===== src/rtl/core/cir_pkg.sv =====
package cir_pkg;

  localparam int DEF_NUM_BODIES = 64;
  localparam int BODY_FIELD_W = 6;
  localparam int NUM_ATTRS = 8;
  localparam logic [15:0] TIMESTEP_RESET = 16'd1092;
  localparam int APB_AW = 3;
  localparam logic [APB_AW-1:0] ADDR_TIMESTEP = 3'd0;

  localparam logic [1:0] MODE_WRITE = 2'd0;
  localparam logic [1:0] MODE_READ = 2'd1;
  localparam logic [1:0] MODE_PEN = 2'd2;
  localparam logic [1:0] MODE_VEL = 2'd3;

  localparam logic [1:0] ST_DONE = 2'd0;
  localparam logic [1:0] ST_SKIP = 2'd1;
  localparam logic [1:0] ST_SAME = 2'd2;

  localparam logic [2:0] ATTR_POSX = 3'd0;
  localparam logic [2:0] ATTR_VELX = 3'd2;
  localparam logic [2:0] ATTR_ACCX = 3'd4;
  localparam logic [2:0] ATTR_IMASS = 3'd6;
  localparam logic [2:0] ATTR_BOUNCE = 3'd7;

  localparam logic signed [31:0] BOUNCE_MAX = 32'sd65536;

  typedef enum logic [2:0] {
    MS_DIFF_NX, MS_DIFF_NY, MS_Q_NX, MS_Q_NY,
    MS_ACC_TS, MS_NSEP_R, MS_R_ACC, MS_UPD
  } mul_sel_t;

  typedef enum logic [3:0] {
    D_NONE, D_IMA, D_IMB, D_DOT0, D_SEP, D_ACC, D_ACC_TS, D_NSV,
    D_NSV_ACC, D_R, D_DIV, D_SX, D_SY, D_UPD, D_WRIN, D_RDOUT
  } dest_t;

  typedef struct packed {
    logic       load;
    logic       rd_en;
    logic       item_attr;
    logic [2:0] attr;
    logic       use_b;
    logic       pa_ld;
    mul_sel_t   mul;
    dest_t      dest;
    logic [1:0] k;
  } cmd_t;

  typedef struct packed {
    logic same_body;
    logic total_zero;
    logic pen_nonpos;
    logic sep_pos;
    logic acc_neg;
    logic div_done;
  } stat_t;

  function automatic logic signed [31:0] sat32(input logic signed [63:0] v);
    if (v > 64'sd2147483647) return 32'sh7fffffff;
    else if (v < -64'sd2147483648) return 32'sh80000000;
    else return v[31:0];
  endfunction

endpackage


===== src/rtl/core/cir_ctrl.sv =====
module cir_ctrl (
  input  logic           clk,
  input  logic           rst,
  input  logic           in_valid,
  input  logic [1:0]     in_mode,
  output logic           in_ready,
  output logic           out_valid,
  input  logic           out_ready,
  output logic [1:0]     status,
  output cir_pkg::cmd_t  cmd,
  input  cir_pkg::stat_t stat
);
  typedef enum logic [32:0] {
    S_IDLE = 33'd1 << 0,  S_DISP = 33'd1 << 1,  S_WR = 33'd1 << 2,
    S_RD = 33'd1 << 3,    S_RDL = 33'd1 << 4,   S_IMA = 33'd1 << 5,
    S_IMB = 33'd1 << 6,   S_IML = 33'd1 << 7,   S_CHK = 33'd1 << 8,
    S_D0 = 33'd1 << 9,    S_D1 = 33'd1 << 10,   S_D2 = 33'd1 << 11,
    S_D3 = 33'd1 << 12,   S_D4 = 33'd1 << 13,   S_D5 = 33'd1 << 14,
    S_VCHK = 33'd1 << 15, S_BR0 = 33'd1 << 16,  S_BR1 = 33'd1 << 17,
    S_BR2 = 33'd1 << 18,  S_M1 = 33'd1 << 19,   S_M2 = 33'd1 << 20,
    S_M3 = 33'd1 << 21,   S_DIV = 33'd1 << 22,  S_DIVW = 33'd1 << 23,
    S_Q0 = 33'd1 << 24,   S_Q1 = 33'd1 << 25,   S_Q2 = 33'd1 << 26,
    S_U0 = 33'd1 << 27,   S_U1 = 33'd1 << 28,   S_OUT = 33'd1 << 29,
    S_SPARE0 = 33'd1 << 30, S_SPARE1 = 33'd1 << 31, S_SPARE2 = 33'd1 << 32
  } state_t;

  state_t     state, state_next;
  logic [1:0] mode, status_next, k, k_next;
  logic       dot_acc, dot_acc_next;
  logic [2:0] dbase, ubase;

  assign dbase = dot_acc ? cir_pkg::ATTR_ACCX : cir_pkg::ATTR_VELX;
  assign ubase = (mode == cir_pkg::MODE_VEL) ? cir_pkg::ATTR_VELX : cir_pkg::ATTR_POSX;
  assign in_ready = state == S_IDLE;
  assign out_valid = state == S_OUT;

  always_ff @(posedge clk) begin
    if (rst) begin
      state <= S_IDLE;
      status <= cir_pkg::ST_DONE;
      k <= '0;
      dot_acc <= 1'b0;
      mode <= cir_pkg::MODE_WRITE;
    end else begin
      state <= state_next;
      status <= status_next;
      k <= k_next;
      dot_acc <= dot_acc_next;
      if (in_valid && in_ready) mode <= in_mode;
    end
  end

  always_comb begin
    state_next = state;
    status_next = status;
    k_next = k;
    dot_acc_next = dot_acc;
    cmd = '0;
    cmd.mul = cir_pkg::MS_DIFF_NX;
    cmd.dest = cir_pkg::D_NONE;
    cmd.k = k;
    unique case (state)
      S_IDLE: if (in_valid) begin
        cmd.load = 1'b1;
        status_next = cir_pkg::ST_DONE;
        state_next = S_DISP;
      end
      S_DISP: begin
        if (mode == cir_pkg::MODE_WRITE) state_next = S_WR;
        else if (mode == cir_pkg::MODE_READ) state_next = S_RD;
        else if (stat.same_body) begin
          status_next = cir_pkg::ST_SAME;
          state_next = S_OUT;
        end else state_next = S_IMA;
      end
      S_WR: begin
        cmd.item_attr = 1'b1;
        cmd.dest = cir_pkg::D_WRIN;
        state_next = S_OUT;
      end
      S_RD: begin
        cmd.item_attr = 1'b1;
        cmd.rd_en = 1'b1;
        state_next = S_RDL;
      end
      S_RDL: begin
        cmd.dest = cir_pkg::D_RDOUT;
        state_next = S_OUT;
      end
      S_IMA: begin
        cmd.rd_en = 1'b1;
        cmd.attr = cir_pkg::ATTR_IMASS;
        state_next = S_IMB;
      end
      S_IMB: begin
        cmd.rd_en = 1'b1;
        cmd.attr = cir_pkg::ATTR_IMASS;
        cmd.use_b = 1'b1;
        cmd.dest = cir_pkg::D_IMA;
        state_next = S_IML;
      end
      S_IML: begin
        cmd.dest = cir_pkg::D_IMB;
        state_next = S_CHK;
      end
      S_CHK: begin
        if (mode == cir_pkg::MODE_PEN) begin
          if (stat.pen_nonpos || stat.total_zero) begin
            status_next = cir_pkg::ST_SKIP;
            state_next = S_OUT;
          end else state_next = S_DIV;
        end else begin
          dot_acc_next = 1'b0;
          state_next = S_D0;
        end
      end
      // Relative vector of body a minus body b, dotted with the normal.
      S_D0: begin
        cmd.rd_en = 1'b1;
        cmd.attr = dbase;
        state_next = S_D1;
      end
      S_D1: begin
        cmd.rd_en = 1'b1;
        cmd.attr = dbase;
        cmd.use_b = 1'b1;
        cmd.pa_ld = 1'b1;
        state_next = S_D2;
      end
      S_D2: begin
        cmd.rd_en = 1'b1;
        cmd.attr = dbase + 3'd1;
        cmd.mul = cir_pkg::MS_DIFF_NX;
        state_next = S_D3;
      end
      S_D3: begin
        cmd.rd_en = 1'b1;
        cmd.attr = dbase + 3'd1;
        cmd.use_b = 1'b1;
        cmd.pa_ld = 1'b1;
        cmd.dest = cir_pkg::D_DOT0;
        state_next = S_D4;
      end
      S_D4: begin
        cmd.mul = cir_pkg::MS_DIFF_NY;
        state_next = S_D5;
      end
      S_D5: begin
        cmd.dest = dot_acc ? cir_pkg::D_ACC : cir_pkg::D_SEP;
        state_next = dot_acc ? S_BR0 : S_VCHK;
      end
      S_VCHK: begin
        if (stat.sep_pos || stat.total_zero) begin
          status_next = cir_pkg::ST_SKIP;
          state_next = S_OUT;
        end else begin
          dot_acc_next = 1'b1;
          state_next = S_D0;
        end
      end
      S_BR0: begin
        cmd.rd_en = 1'b1;
        cmd.attr = cir_pkg::ATTR_BOUNCE;
        state_next = S_BR1;
      end
      S_BR1: begin
        cmd.rd_en = 1'b1;
        cmd.attr = cir_pkg::ATTR_BOUNCE;
        cmd.use_b = 1'b1;
        cmd.pa_ld = 1'b1;
        state_next = S_BR2;
      end
      S_BR2: begin
        cmd.dest = cir_pkg::D_R;
        cmd.mul = cir_pkg::MS_ACC_TS;
        state_next = S_M1;
      end
      S_M1: begin
        cmd.dest = cir_pkg::D_ACC_TS;
        cmd.mul = cir_pkg::MS_NSEP_R;
        state_next = S_M2;
      end
      S_M2: begin
        cmd.dest = cir_pkg::D_NSV;
        cmd.mul = cir_pkg::MS_R_ACC;
        state_next = S_M3;
      end
      S_M3: begin
        if (stat.acc_neg) cmd.dest = cir_pkg::D_NSV_ACC;
        state_next = S_DIV;
      end
      S_DIV: begin
        cmd.dest = cir_pkg::D_DIV;
        state_next = S_DIVW;
      end
      S_DIVW: if (stat.div_done) state_next = S_Q0;
      S_Q0: begin
        cmd.mul = cir_pkg::MS_Q_NX;
        state_next = S_Q1;
      end
      S_Q1: begin
        cmd.mul = cir_pkg::MS_Q_NY;
        cmd.dest = cir_pkg::D_SX;
        state_next = S_Q2;
      end
      S_Q2: begin
        cmd.dest = cir_pkg::D_SY;
        k_next = '0;
        state_next = S_U0;
      end
      // k: bit 0 picks the y component, bit 1 picks body b.
      S_U0: begin
        cmd.rd_en = 1'b1;
        cmd.attr = ubase + {2'd0, k[0]};
        cmd.use_b = k[1];
        cmd.mul = cir_pkg::MS_UPD;
        state_next = S_U1;
      end
      S_U1: begin
        cmd.attr = ubase + {2'd0, k[0]};
        cmd.use_b = k[1];
        cmd.dest = cir_pkg::D_UPD;
        k_next = k + 2'd1;
        state_next = (k == 2'd3) ? S_OUT : S_U0;
      end
      S_OUT: if (out_ready) state_next = S_IDLE;
      default: state_next = S_IDLE;
    endcase
  end
endmodule


===== config.mk =====
export PLATFORM = sky130hd
export DESIGN_NAME = cir_ctrl
export DESIGN_NICKNAME = d
export VERILOG_FILES = /design/src/rtl/core/cir_pkg.sv /design/src/rtl/core/cir_ctrl.sv
export SDC_FILE = /design/constraint.sdc
export NUM_CORES = 1
export LEC_CHECK = 0
export BUFFER_PORTS_ARGS = -buffer_cell sky130_fd_sc_hd__buf_2
export CAP_MARGIN = 40
export CELL_PAD_IN_SITES_DETAIL_PLACEMENT = 0
export CELL_PAD_IN_SITES_GLOBAL_PLACEMENT = 1
export CORE_MARGIN = 2
export CORE_UTILIZATION = 25
export CTS_CLUSTER_DIAMETER = 60
export CTS_CLUSTER_SIZE = 20
export DETAILED_ROUTE_END_ITERATION = 10
export GPL_TIMING_DRIVEN = 0
export HOLD_SLACK_MARGIN = 0.1
export PLACE_DENSITY_LB_ADDON = 0.2
export SYNTH_ARGS = -nofsm -noshare
export SYNTH_HDL_FRONTEND = slang
export SYNTH_SLANG_ARGS = --single-unit

===== constraint.sdc =====
create_clock -name clk -period 2.65 [get_ports clk]
set_clock_uncertainty 0.2 [all_clocks]
set_input_delay 0.1325 -clock clk [delete_from_list [all_inputs] [get_ports clk]]
set_output_delay 0.1325 -clock clk [all_outputs]
set_load 0.1 [all_outputs]

**Word level (Yosys, flattened, before mapping)**

Cells that the tools add are included.

- Add/subtract/negate cells: 3
- $mul: 0
- Div/mod/pow operators: 0
- Order comparisons: 0
- Equal/unequal tests: 45
- Shifts and indexed selects: 0
- Multiplexer cells: 37
- Bitwise operators: 0
- Reduce and logical (&&, ||, !) cells: 20

Operators with widths:

| kind | count |
|---|---|
| $pmux 33 s29 | 1 |
| $mux 33 | 5 |
| $mux 30 | 5 |
| $pmux 4 s14 | 1 |
| $eq 33x1->1 const B | 1 |
| $eq 33x10->1 const B | 1 |
| $eq 33x11->1 const B | 1 |
| $eq 33x12->1 const B | 1 |
| $eq 33x13->1 const B | 1 |
| $eq 33x14->1 const B | 1 |
| $eq 33x15->1 const B | 1 |
| $eq 33x16->1 const B | 1 |
| $eq 33x17->1 const B | 1 |
| $eq 33x18->1 const B | 1 |
| $eq 33x19->1 const B | 1 |
| $eq 33x2->1 const B | 1 |
| $eq 33x20->1 const B | 1 |
| $eq 33x21->1 const B | 1 |
| $eq 33x22->1 const B | 1 |
| $eq 33x23->1 const B | 1 |
| $eq 33x24->1 const B | 1 |
| $eq 33x25->1 const B | 1 |
| $eq 33x26->1 const B | 1 |
| $eq 33x27->1 const B | 1 |
| 38 further kinds | 73 |

- Bits in registers: 40
- Bits in latches: 0
- Memory bits (writable): 0
- Memory bits (read-only): 0
- Input bits: 12
- Memories kept: 0

**Logic depth before layout (Yosys ltp)**

- Word-level depth: 4
- Mapped depth: 9

**Least setup slack after synthesis**

OpenSTA, ideal clock, no wires.

- Path type: flip-flop to output port
- Start point: register state[13]
- End point: output cmd[13] (netlist name)
- Arrival time: 3823 ps
- Setup slack: -1505 ps
- Stages on the path, launching flop included: 7
- Buffers on the path: 1
- Cell sequence: dfxtp_1 > buf_6 > nor4_4 > nand4_2 > or4_4 > o21a_1 > o21ai_0

RTL lines:

| element | line | source |
|---|---|---|
| from (decl) | cir_ctrl.sv:27 | `state_t state, state_next;` |
| from (signal assigned) | cir_ctrl.sv:45 | `state <= state_next;` |
| to (decl) | cir_ctrl.sv:10 | `output cir_pkg::cmd_t cmd,` |

==> reports/qor.txt <==
Status - complete, but fails checks
Failing checks - setup timing
Max IR drop VDD - 0.456 mV
DRC viols - 0
HPWL Detailed - 5930 um
# setup viols final - 32
Final hold vios - 0
Yosys cell types - 59
Top delay family on crit path - simple AND/OR/NAND/NOR gates
Final WS setup - -175 ps
Post-Syn Area - 0.00236 mm^2
Placement Rows - 35
1st-iter DRT viols - 71
Number of flops mapped to enable cells by yosys - 0
Critical-path cell list - nor4_4 > buf_4 > nand4_1 > or3_4 > o21ai_4 > nand3_1 > o211ai_1 > buf_6
Vias per inst - 5.18
Synth Area in Adders - 0.00531
Worst Tran Pin Value - 755 ps
Crit Path Max Fanout - 4
ANT cells - 0
CTS Buf Count - 5
Unrepaired setup endpoints after global routing - true
WP data required - 2320 ps
First-pass GRT wire length - 13200 um
Combinational family with the most area after synthesis - simple AND/OR/NAND/NOR gates
Lkg Pwr - 1.63 nW
R2r setup slk - -70 ps
Port Buffers - 32
Final ANT Viol Nets - 0
Final Cycle Share - 1.07
Non-Filler Instances - 509
Final slew viol count - 0
Mux share of post-synthesis cell area - 0
Pwr per Cell Area - 569 mW/mm^2
Clk root buf - clkbuf_8
Hold Path Class - input pin to register
Final min period - 2820 ps
Post-synthesis compound-gate area fraction - 0.132
Most frequent cells in the layout - 64 x buf_4, 35 x nor2_1, 21 x nand2_1
CTS tree - yes
Synth Area in XOR/XNOR - 0.0297
Ports - 33
Crit path kind - register to output port
Routability cong. - 0.777
Die Width - 101 um
Yosys reg bits - 37
Mean post-synth cell area - 8.39 um^2
Clock latency on the worst-skew pair - 300 ps
Top_reg_cell synth - dfxtp_1
Mapped Cells - 281
Vias in the first global route - 2457
Sink Count - 37
Sequential area share after synthesis - 0.314
Simple-gate share of the synthesized area - 0.480
Grt ovf - 0
Routed Wire Length - 8680 um
Startpoint types - register
Antenna violations before repair - 0
Synth warn - 0
Die Ht - 101 um
Post-layout nets - 410
CTS max path bufs - 2
Crit-path slowest cell - or3_4
Core Box Area - 0.00920 mm^2
CP bufs+invs - 2
Starting Density - 0.256
Overall global routing resource usage - 0.170
Max-cap violation count - 0
FFs w/ async S/R, synth - 0
First drt pass iteration count - 5
Wire length per cell - 17.1 um
CP arrival - 2490 ps
Most common cell after layout, fill and taps aside - buf_4
Area delta synth->final - 72.7%
Filler cell count - 915
Critical Path Max Stage Delay - 410 ps
Pin count of the biggest net entering global routing - 12
Setup slack after placement - -569 ps
Routed via count - 2637
Crit end category - output port
CTS H-tree depth - 2
Die area - 0.0102 mm^2
Syn Nets - 294
Share of layout cells above drive strength 1 - 0.510
Achievable frequency - 354 MHz
Headroom to the max-slew limit - 0.497
Placed instance count - 424
Reg clk slew, reported paths - 80 ps
metrics by stage:
| step | hold slack, ps | power [mW] | area, um^2 | util | setup TNS (ps) |
|---|---|---|---|---|---|
| final | 106 | 2.32 | 4070 | 0.443 | -1870 |
| after global routing | 119 | 2.44 | 4070 | 0.443 | -4990 |
| after CTS | 104 | 2.06 | 3600 | 0.391 | -858 |
| after detailed placement | 150 | 1.44 | 2750 | 0.299 | -8470 |
| after global placement | 152 | 1.44 | 2750 | 0.299 | -8600 |
| after floorplan | 3.92 | 1.27 | 2450 | - | -2570 |
worst min-delay path: stages:
cell	delay, ps
buf_2	120
o32ai_4	110
nor4b_2	190
power breakdown:
group	leakage (nW)	switching (mW)	internal, mW
clock	0.0450	0.222	0.183
sequential	0.312	0.0490	0.582
combinational	1.27	0.697	0.583
timing repair:
item / 4_1_cts / 5_1_grt
resized for setup: 95 / 64
hold buffers: 10 / 0
endpoints found under the hold margin: 12 / 0
endpoints found under the setup margin: 41 / 42
setup buffers: 43 / 28
pin swaps: 29 / 33
gates cloned: 0 / 1
cell usage after synthesis, types with 3 or more instances:
cell type	n	share of area
nor2_1	40	0.064
dfxtp_1	37	0.31
nand2_1	21	0.033
nor3_1	16	0.034
nand4_1	14	0.037
nor4b_1	9	0.033
inv_1	8	0.013
nand2b_1	8	0.021
nor4_1	8	0.021
a21oi_1	7	0.015
nand3_1	7	0.015
nand3b_1	7	0.022
o21ai_0	7	0.015
or3_1	7	0.019
nand4b_1	5	0.019
nor4_4	5	0.045
xor2_1	5	0.019
or4_1	4	0.013
and2_1	3	0.0080
buf_2	3	0.0064
buf_6	3	0.014
clkbuf_1	3	0.0048
nor2b_1	3	0.0080
xnor2_1	3	0.011
metal layers:
| layer | GRT usage | vias up | part of all wire |
|---|---|---|---|
| li1 | - | 1304 | - |
| met1 | 0.230 | 1254 | 0.47 |
| met2 | 0.276 | 66 | 0.47 |
| met3 | 0.0319 | 13 | 0.047 |
| met4 | 0.0489 | 0 | 0.018 |
| met5 | 0 | - | 0 |
final timing paths:
path              from   endpoint  cells after the start
max          state[15]    cmd[12]                      8
min          out_ready  state[12]                      3
max reg2reg   state[1]  state[24]                     10
min reg2reg  status[1]  status[1]                      2
area by class of cell:
class	count	area, um^2	share of cell area
buffer	6	77.6	0.0191
clock inverter	2	10.0	0.00246
multi-input combinational	227	1910	0.469
timing repair buffer	112	1040	0.256
sequential	37	790	0.194
clock buffer	6	72.6	0.0178
tap	111	139	0.0341
inverter	8	30.0	0.00738
kinds of logic (layout without fill, tap and decap cells):
group,count (synthesis),count (layout)
fa+ha+maj,1,1
xor+xnor,8,8
simple gates,178,178
compound gates,40,40
buf+inv,17,134
flops,37,37
state kept, by name, indices dropped and copies added (netlist names):
signal   count
k            2
status       2
mode         2
dot_acc      1
state       30
(Power assumes the default switching activity.)
